`config.mk`:
```
export PLATFORM = sky130hd
export DESIGN_NAME = phpi_ctrl
export DESIGN_NICKNAME = d
export VERILOG_FILES = /design/src/hw/rtl/phpi_pkg.sv /design/src/hw/rtl/phpi_ctrl.sv
export SDC_FILE = /design/constraint.sdc
export NUM_CORES = 1
export LEC_CHECK = 0
export ABC_AREA = 1
export BUFFER_PORTS_ARGS = -buffer_cell sky130_fd_sc_hd__buf_2
export CAP_MARGIN = 40
export CORE_ASPECT_RATIO = 1.1
export CORE_MARGIN = 2
export CORE_UTILIZATION = 44
export DETAILED_ROUTE_END_ITERATION = 6
export HOLD_SLACK_MARGIN = 0.03
export PLACE_DENSITY_LB_ADDON = 0.12
export SYNTH_ARGS = -nofsm -noshare
export SYNTH_HDL_FRONTEND = slang
export SYNTH_SLANG_ARGS = --single-unit
```
`constraint.sdc`:
```
create_clock -name clk -period 2.4 [get_ports clk]
set_input_delay 0 -clock clk [delete_from_list [all_inputs] [get_ports clk]]
set_output_delay 0 -clock clk [all_outputs]
set_load 0.1 [all_outputs]
```
`src/hw/rtl/phpi_pkg.sv`:
```
`timescale 1ns / 1ps
// ----------------------------------------------------------------------------
// phpi_pkg
// shared types, constants and fixed-point helpers of the periodic hermite
// parameter interpolator
// ----------------------------------------------------------------------------
package phpi_pkg;

  localparam int MAX_CHANNELS      = 8;
  localparam int KNOTS_PER_CHANNEL = 16;
  localparam int CH_W        = $clog2(MAX_CHANNELS);
  localparam int SLOT_W      = $clog2(KNOTS_PER_CHANNEL);
  localparam int ADDR_W      = CH_W + SLOT_W;
  localparam int STORE_DEPTH = MAX_CHANNELS * KNOTS_PER_CHANNEL;
  localparam int CNT_W       = $clog2(KNOTS_PER_CHANNEL + 1);
  localparam int ACT_W       = $clog2(MAX_CHANNELS + 1);

  // internal q34.16 word, holds +-(2^47-1) plus the raw differences
  localparam int QW    = 50;
  localparam int DVD_W = QW + 16;
  typedef logic signed [QW-1:0] q_t;
  localparam q_t QLIM    = q_t'(64'sh7FFF_FFFF_FFFF);
  localparam q_t Q_ONE   = q_t'(64'sd65536);
  localparam q_t I32_MAX = q_t'(64'sd2147483647);
  localparam q_t I32_MIN = q_t'(-64'sd2147483648);

  typedef struct packed {
    logic              operation;
    logic [2:0]        channel;
    logic [3:0]        knot_slot;
    logic [4:0]        knot_total;
    logic [31:0]       knot_time;
    logic signed [31:0] knot_value;
    logic [31:0]       query_time;
  } in_item_t;

  typedef struct packed {
    logic [2:0]         out_channel;
    logic signed [31:0] interpolated;
    logic               saturated;
    logic               last_of_query;
  } out_item_t;

  localparam logic OP_LOAD  = 1'b0;
  localparam logic OP_QUERY = 1'b1;

  typedef enum logic [3:0] {
    S_IDLE, S_CH, S_CHK, S_EMIT1, S_PER, S_SRCH, S_IDX, S_FETCH,
    S_DIFF, S_GO, S_WAIT, S_BAS, S_EMIT, S_NEXT
  } ctrl_state_t;

  typedef enum logic [3:0] {
    CMD_NONE, CMD_LOAD, CMD_QINIT, CMD_CH, CMD_RD0, CMD_RDPER, CMD_SRCH0,
    CMD_SRCH, CMD_IDX, CMD_FETCH, CMD_DIFF, CMD_GO, CMD_BAS, CMD_EMIT1,
    CMD_EMIT, CMD_NEXT
  } cmd_t;

  typedef enum logic [3:0] {
    AOP_X, AOP_M1, AOP_M2, AOP_X2, AOP_X3,
    AOP_P0, AOP_P1, AOP_P2, AOP_P3, AOP_P4, AOP_P5
  } aop_t;

  typedef struct packed {
    cmd_t       cmd;
    aop_t       aop;
    logic [1:0] bstep;
  } ctrl_cmd_t;

  typedef struct packed {
    logic n_le1;
    logic srch_done;
    logic fetch_done;
    logic unit_done;
    logic last_ch;
  } dp_status_t;

  function automatic logic q_clip(logic signed [QW:0] v);
    return (v > QLIM) || (v < -QLIM);
  endfunction

  function automatic q_t q_sat(logic signed [QW:0] v);
    if (v > QLIM) return QLIM;
    if (v < -QLIM) return -QLIM;
    return v[QW-1:0];
  endfunction

  function automatic logic signed [QW:0] q_sum(q_t a, q_t b);
    return {a[QW-1], a} + {b[QW-1], b};
  endfunction

endpackage

```
`src/hw/rtl/phpi_ctrl.sv`:
```
`timescale 1ns / 1ps
// ----------------------------------------------------------------------------
// phpi_ctrl
// sequencer: load, per-channel search, fetch, arithmetic program, emit
// ----------------------------------------------------------------------------
module phpi_ctrl (
  input  logic                  clk,
  input  logic                  rst,
  input  logic                  start,
  input  logic                  operation,
  input  phpi_pkg::dp_status_t  st,
  output phpi_pkg::ctrl_cmd_t   ctl,
  output logic                  busy
);

  phpi_pkg::ctrl_state_t state, state_next;
  phpi_pkg::aop_t        aop, aop_next;
  logic [1:0]            bstep, bstep_next;

  always_ff @(posedge clk) begin
    if (rst) begin
      state <= phpi_pkg::S_IDLE;
      aop   <= phpi_pkg::AOP_X;
      bstep <= 2'd0;
    end else begin
      state <= state_next;
      aop   <= aop_next;
      bstep <= bstep_next;
    end
  end

  always_comb begin
    state_next = state;
    aop_next   = aop;
    bstep_next = bstep;
    ctl.cmd    = phpi_pkg::CMD_NONE;
    ctl.aop    = aop;
    ctl.bstep  = bstep;
    busy       = state != phpi_pkg::S_IDLE;
    unique case (state)
      phpi_pkg::S_IDLE: begin
        if (start) begin
          if (operation == phpi_pkg::OP_LOAD) begin
            ctl.cmd = phpi_pkg::CMD_LOAD;
          end else begin
            ctl.cmd    = phpi_pkg::CMD_QINIT;
            state_next = phpi_pkg::S_CH;
          end
        end
      end
      phpi_pkg::S_CH: begin
        ctl.cmd    = phpi_pkg::CMD_CH;
        state_next = phpi_pkg::S_CHK;
      end
      phpi_pkg::S_CHK: begin
        if (st.n_le1) begin
          ctl.cmd    = phpi_pkg::CMD_RD0;
          state_next = phpi_pkg::S_EMIT1;
        end else begin
          ctl.cmd    = phpi_pkg::CMD_RDPER;
          state_next = phpi_pkg::S_PER;
        end
      end
      phpi_pkg::S_EMIT1: begin
        ctl.cmd    = phpi_pkg::CMD_EMIT1;
        state_next = phpi_pkg::S_NEXT;
      end
      phpi_pkg::S_PER: begin
        ctl.cmd    = phpi_pkg::CMD_SRCH0;
        state_next = phpi_pkg::S_SRCH;
      end
      phpi_pkg::S_SRCH: begin
        ctl.cmd = phpi_pkg::CMD_SRCH;
        if (st.srch_done) state_next = phpi_pkg::S_IDX;
      end
      phpi_pkg::S_IDX: begin
        ctl.cmd    = phpi_pkg::CMD_IDX;
        state_next = phpi_pkg::S_FETCH;
      end
      phpi_pkg::S_FETCH: begin
        ctl.cmd = phpi_pkg::CMD_FETCH;
        if (st.fetch_done) state_next = phpi_pkg::S_DIFF;
      end
      phpi_pkg::S_DIFF: begin
        ctl.cmd    = phpi_pkg::CMD_DIFF;
        aop_next   = phpi_pkg::AOP_X;
        state_next = phpi_pkg::S_GO;
      end
      phpi_pkg::S_GO: begin
        ctl.cmd    = phpi_pkg::CMD_GO;
        state_next = phpi_pkg::S_WAIT;
      end
      phpi_pkg::S_WAIT: begin
        if (st.unit_done) begin
          if (aop == phpi_pkg::AOP_X3) begin
            bstep_next = 2'd0;
            state_next = phpi_pkg::S_BAS;
          end else if (aop == phpi_pkg::AOP_P5) begin
            state_next = phpi_pkg::S_EMIT;
          end else begin
            aop_next   = phpi_pkg::aop_t'(aop + 4'd1);
            state_next = phpi_pkg::S_GO;
          end
        end
      end
      phpi_pkg::S_BAS: begin
        ctl.cmd    = phpi_pkg::CMD_BAS;
        bstep_next = bstep + 2'd1;
        if (bstep == 2'd3) begin
          aop_next   = phpi_pkg::AOP_P0;
          state_next = phpi_pkg::S_GO;
        end
      end
      phpi_pkg::S_EMIT: begin
        ctl.cmd    = phpi_pkg::CMD_EMIT;
        state_next = phpi_pkg::S_NEXT;
      end
      phpi_pkg::S_NEXT: begin
        if (st.last_ch) begin
          state_next = phpi_pkg::S_IDLE;
        end else begin
          ctl.cmd    = phpi_pkg::CMD_NEXT;
          state_next = phpi_pkg::S_CH;
        end
      end
      default: state_next = phpi_pkg::S_IDLE;
    endcase
  end

endmodule

```
# Yosys cells after proc, flatten, opt, wreduce, memory -nomap -nowiden
# Cells that the tools add are included.
# totals
ff_bits,10
output_inout_bits,11
elab_cells,62
# op_classes
n_addsub,2
n_eq_ne,25
n_mux,24
n_reduce_logical,8
# ops
cell,count
one-hot mux 4 bit (13 select lines),2
two-way mux 4 bit,11
equality test 4 bit (second input constant),7
equality test 4 x 3 -> 1 bit (second input constant),5
inequality test 2 bit (second input constant),9
one-hot mux 4 bit (3 select lines),1
two-way mux 3 bit,3
equality test 4 x 2 -> 1 bit (second input constant),2
two-way mux 2 bit,4
AND reduction 6 bit,1
AND reduction 5 bit,1
adder 4 x 1 -> 4 bit (second input constant),1
equality test 4 x 1 -> 1 bit (second input constant),1
zero test 4 bit,1
one-hot mux 2 bit (2 select lines),1
nonzero test 4 bit,1
AND reduction 3 bit,1
nonzero test 3 bit,1
adder 2 x 1 -> 2 bit (second input constant),1
equality test 2 bit (second input constant),1
two-way mux 1 bit,2
nonzero test 2 bit,1
OR reduction 2 bit,1

# Logic depth before layout (Yosys ltp)
# Gate-level depths: netlist (run 1).
# logic_depth
word_depth,5
depth_mapped,11

# Worst setup path after synthesis (run 1)
# OpenSTA, ideal clock, no wires.
# synth_timing
path_kind,reg2out
startpoint,register state[1]
endpoint,output port ctl[6] (netlist name)
arrival_ns,4.088
required_time_ns,2.400
path_slack_ns,-1.688
stages_incl_launch_ff,3
cell_sequence,dfxtp_1 -> nand2_2 -> o311ai_0
# synth_rtl
element,line,rtl
from (decl),phpi_ctrl.sv:16,"phpi_pkg::ctrl_state_t state, state_next;"
from (signal assigned),phpi_ctrl.sv:22,state <= phpi_pkg::S_IDLE;
from (signal assigned),phpi_ctrl.sv:26,state <= state_next;
to (decl),phpi_ctrl.sv:12,"output phpi_pkg::ctrl_cmd_t ctl,"

==> impl_results.md, run 1 <==
- CTS tree: yes
- Synthesized net count: approximately 160
- Sequential area share after synthesis: 0.204
- CTS max path bufs: 2
- Worst slew margin: 0.676
- VDD IR max: 0.000681 V
- Fill cells: 212
- WS Path Type: flip-flop to output pin
- Crit-path max cell delay: roughly 0.59 ns
- Final hold vios: 0
- Largest net degree at the start of global routing: 11
- Status: finished clean
- Die area: between 2000 and 3000 um2
- Routed WL per cell: 11.2 um
- Slowest-stage cell, CP: dfxtp_1
- Hold/Removal Path Class: input pin to flip-flop
- Asr flop ratio synth: 0
- CP endpoint kind: output pin
- Root Buffer: clkbuf_4
- DP HPWL: 1840 um
- Worst path required time: 2.40 ns
- # diodes: 0
- Final WL: around 2200 um
- Commonest cells in the netlist: nand2_1, inv_1, nor2_1
- Max Clock Skew: between 0.003 and 0.004 ns
- # resized after CTS: 0
- DRT iter0 DRCs: 9
- Post-synth cell types: 28
- Fin crit share: 0.809
- Number of nets in the layout: 183
- Vias after detailed routing: between 900 and 1000
- PortBufs: 19
- DRC: 0
- Num rows: 17
- Gr usage total: 0.192
- CTS Buf Count: 3
- Slew Limit Fails: 0
- Minimum clock period: slightly below 2 ns
- Vias in the first global route: 933
- Post-Place Setup Slack: roughly 0.75 ns
- Cells after Synth: around 150
- Post-synth EDFFs: 0
- Die height: approximately 53 um
- Pre-Repair DR Iteration Count: 4
- Cell family with most CP delay: buffers and inverters
- GP Congestion: slightly above 0.9
- Ranking of synthesized cells by area: dfxtp_1, nand2_1, nand2_2
- Critical-path cell list: nand2_2 > inv_2 > nand2_1 > inv_1 > nor3_1 > o211ai_1 > buf_2
- Synth Cell Area: just under 1000 um2
- Setup TNS Final: 0 ns
- Synth Warn #: 0
- Setup ws final: roughly 0.46 ns
- Initial core utilization: 0.475
- P&R area growth vs syn: 14.8%
- Mean post-synth cell area: roughly 6.6 um2
- Clk_lat worst skew: between 0.2 and 0.3 ns
- Final setup vio count: 0
- Global-route wire length before repair: ~3800 um
- Most used flip-flop cell after synthesis: dfxtp_1
- Max_cap viols: 0
- IO Pins: 20
- Die width: 49.0 um
- Pwr dens: 876 nW/um2
- Most numerous cell in the Yosys netlist: nand2_1
- P_leak: about 0.55 nW
- Buf/Inv on CP: 3
- Slew @ Worst Pin: ~0.49 ns
- Hold WS: between 0.04 and 0.05 ns
- CORE AREA: 2060 um2
- Hold_buf cts: 0
- Max Clock Freq: 0.515 GHz
- H-tree levels: 1
- Detail-routed via count per cell: around 5
- Post-DRT Antenna Nets: 0
- Clock sinks: 10
- Reg clk slew, reported paths: roughly 0.060 ns
- RSZ-0062 raised after global routing: no
- Initial antenna violation count: 0
- Share of the synthesized area in the top cell type: 0.204
- Total gr overflow: 0
- Max FO, Critical Path: 10
- Area leader, netlist: dfxtp_1
- Yosys reg bits: 10
- Critical path arrival: roughly 1.9 ns
- Share of cells above drive strength 1: 0.345
- Startpoint types: flip-flop
- Post-CTS Setup Bufs: 0
[logic make-up (layout without fill, tap and decap cells)]
kind of cell | count (synthesis) | in the layout | share of synthesized area
DFF | 10 | 10 | 0.204
xor gates and xnor gates | 1 | 1 | 0.00894
buffers and inverters | 24 | 44 | 0.102
AOI/OAI and AO/OA | 21 | 21 | 0.152
adders and majority gates | 4 | 4 | 0.0511
and+or+nand+nor | 88 | 88 | 0.481
[power by group]
part	total [W]	internal, W	switching, W
Combinational	0.000653	0.000140	0.000512
Sequential	0.000220	0.000181	0.0000395
Clock	0.000112	0.0000578	0.0000545
Total	0.000986	0.000379	0.000606
[path summary, 6_finish.rpt]
kind,startpoint,endpoint,slack [ns],cells past startpoint
hold / removal,rst,state[1],0.05,2
setup / recovery,state[0],ctl[8],0.46,7
hold reg to reg,bstep[1],bstep[1],0.48,2
setup reg to reg,aop[0],aop[1],0.87,11
[cell type report]
cell class	instances	area (um2)	area share
clock buffer	3	22.5	0.0200
inverter	22	85.1	0.0756
multi-input combinational	114	687	0.611
sequential	10	200	0.178
tap	28	35.0	0.0311
timing repair buffer	19	95.1	0.0845
[routing by layer]
| metal | GRT usage | wire length (um) | vias to the layer above | share of wire |
|---|---|---|---|---|
| met5 | 0 | 0 | - | 0 |
| met4 | 0.114 | 57 | 0 | 0.026 |
| met3 | 0.0226 | 95 | 7 | 0.043 |
| met2 | 0.356 | 1060 | 22 | 0.48 |
| met1 | 0.214 | 978 | 418 | 0.45 |
| li1 | - | - | 517 | - |
[metrics by stage]
step / std cells / instance area [um2] / total power, W / utilization
global route: 196 / 1120 / 0.00105 / 0.545
CTS: 196 / 1120 / 0.000993 / 0.545
global placement: 193 / 1100 / 0.000884 / 0.534
detailed placement: 193 / 1100 / 0.000878 / 0.534
floorplan: 148 / 987 / 0.000791 / -
finish: 196 / 1120 / 0.000986 / 0.545
[placed cells by master, fill, tap and decap left out, types with 5 or more instances in the layout]
cell	instances
dfxtp_1	10
nand3_1	10
nand2_1	35
nor2_1	15
a21oi_2	6
o211ai_1	5
inv_1	17
nor2_4	5
buf_2	19
nand2_2	12
[state kept, by name (all words and copies together), names as in the netlist]
signal	count
state	4
bstep	2
aop	4
Note: power is estimated with default switching activity, not from simulation.
==> run 2, diff against run 1 <==
clock period = 1.7 ns   (was 2.4 ns; I/O delays follow)
==> run 2 against run 1 <==
Compared with the run above: sequential share of layout area shrank 0.35 points; cell area grew 11%; global-route usage grew 3.0 points; sequential cell count is the same; critical endpoint unchanged; largest cell class unchanged.
==> impl_results.md, run 2 (synthesis gave the netlist of run 1 again) <==
- Max_cap viols: 0
- Initial core utilization: 0.475
- Die height: 53.5 um
- DRC: 0
- Fin crit share: 0.938
- Flop pwr share: 0.196
- Placed cell area: around 1200 um2
- Crit-path max cell delay: around 0.42 ns
- CORE AREA: approximately 2100 um2
- Max Clock Skew: between 0.01 and 0.015 ns
- P_sw: about 0.0009 W
- Num rows: 17
- P_int: ~0.00068 W
- Sw frac: 0.566
- Multi-input logic area: around 700 um2
- Total gr overflow: 0
- Hold path cells: 4
- DP HPWL: ~2000 um
- Clk_lat worst skew: 0.27 ns
- Pre-Repair DR Iteration Count: 4
- Largest net degree at the start of global routing: 10
- Reg2Reg Depth: 11
- Post-DRT Antenna Nets: 0
- Clock sinks: 10
- WS Path Type: flip-flop to output pin
- Routed WL per cell: ~12 um
- VDD IR max: between 0.0007 and 0.0008 V
- Hold/Removal Path Class: input pin to flip-flop
- Slew @ Worst Pin: ~0.49 ns
- Slew Limit Fails: 0
- Die area: between 2000 and 3000 um2
- Initial antenna violation count: 0
- Share of cells above drive strength 1: 0.435
- Number of nets in the layout: approximately 190
- Register area: approximately 220 um2
- P_leak: 0.588 nW
- DRT iter0 DRCs: 17
- Max Clock Freq: around 0.63 GHz
- Final hold vios: 0
- Worst slew margin: 0.679
- RSZ-0062 raised after global routing: no
- # diodes: 0
- Post-Place Setup Slack: 0.296 ns
- Minimum clock period: between 1.5 and 2 ns
- Critical path arrival: roughly 1.6 ns
- Final setup vio count: 0
- Fin area: ~1200 um2
- Pwr dens: approximately 1300 nW/um2
- H-tree levels: 1
- Setup ws final: 0.105 ns
- Detail-routed via count per cell: 5.26
- Vias after detailed routing: between 1000 and 1500
- GP Congestion: approximately 1
- CTS tree: yes
- CTS Buf Count: 3
- Fill cells: 212
- Global-route wire length before repair: 4450 um
- Vias in the first global route: 1052
- Root Buffer: clkbuf_4
- Final WL: about 2500 um
- Clock power frac: 0.102
- CP endpoint kind: output pin
- Power, Total: 0.00158 W
- Regs by FF count: aop x4, state x4, bstep x2
- Critical-path cell list: inv_4 > nor2_4 > nand2_2 > inv_2 > nor3_2 > o211ai_1 > clkbuf_16
- PortBufs: 19
- Startpoint types: flip-flop
- Commonest non-fill, non-tap cells in the layout: nand2_1, inv_1, nor2_1, buf_2, nand2_2
- Reg clk slew, reported paths: 0.06 ns
- P&R area growth vs syn: 27.3%
- CTS max path bufs: 2
- Worst path required time: between 1.5 and 2 ns
- Part of the power in combinational logic: 0.701
- Gr usage total: 0.222
- Most common cell after layout, fill and taps aside: nand2_1
- Status: finished clean
- Die width: between 40 and 50 um
- IO Pins: 20
- Max FO, Critical Path: 5
- Slowest-stage cell, CP: dfxtp_2
run 2: changes by cell type in the layout (fill, tap and decap cells not counted), sizes merged:
cell,before,now
dlygate4sd3,0,1
clkbuf,3,4
run 2: stage by stage:
stage | hold slack [ns] | TNS [ns] | utilization | instances
CTS | 0.106 | 0 | 0.597 | 198
finish | 0.104 | 0 | 0.605 | 198
floorplan | 0.257 | -1.50 | - | 148
detailed placement | 0.315 | 0 | 0.581 | 194
global placement | 0.316 | 0 | 0.581 | 194
global route | 0.127 | 0 | 0.605 | 198
run 2: power groups by stage:
stage | clock network [W] | registers [W] | logic (W)
after floorplan | 0 | 0.000296 | 0.000828
after global placement | 0 | 0.000308 | 0.00110
after detailed placement | 0 | 0.000310 | 0.00111
after CTS | 0.000169 | 0.000305 | 0.00111
after global routing | 0.000174 | 0.000311 | 0.00118
final | 0.000162 | 0.000310 | 0.00111
run 2: area by class of cell:
type,count,area share
repair buffers,21,0.142
clock buffers,3,0.0181
flip-flops and latches,10,0.175
inverters,22,0.0722
well taps,28,0.0281
multi-input cells,114,0.565
run 2: final timing paths:
path	start	endpoint	slack, ns
worst max-delay path	state[3]	ctl[8]	0.11
worst min-delay path	st[3]	state[2]	0.10
worst max register to register	aop[0]	aop[1]	0.28
worst min register to register	bstep[1]	bstep[1]	0.47
run 2: timing repair:
action | in CTS | in global routing
hold buffers | 1 | 0
endpoints found under the hold margin | 2 | 0
buffers inserted | 0 | 0
endpoints found under the setup margin | 0 | 2
gates resized for setup | 0 | 6
run 2: critical path, delay by kind of cell, from the launching register on:
| family | cells | cell delay (ns) |
|---|---|---|
| DFF | 1 | 0.42 |
| buffers and inverters | 3 | 0.43 |
| and+or+nand+nor | 3 | 0.35 |
| AOI/OAI and AO/OA | 1 | 0.13 |
run 2: metal layers:
layer / part of all wire / vias up / wire, um / global-route usage
met1: 0.43 / 468 / 1060 / 0.253
met2: 0.51 / 35 / 1250 / 0.422
met4: 0.026 / 0 / 65 / 0.114
li1: - / 529 / - / -
met5: 0 / - / 0 / 0
met3: 0.040 / 10 / 99 / 0.0141
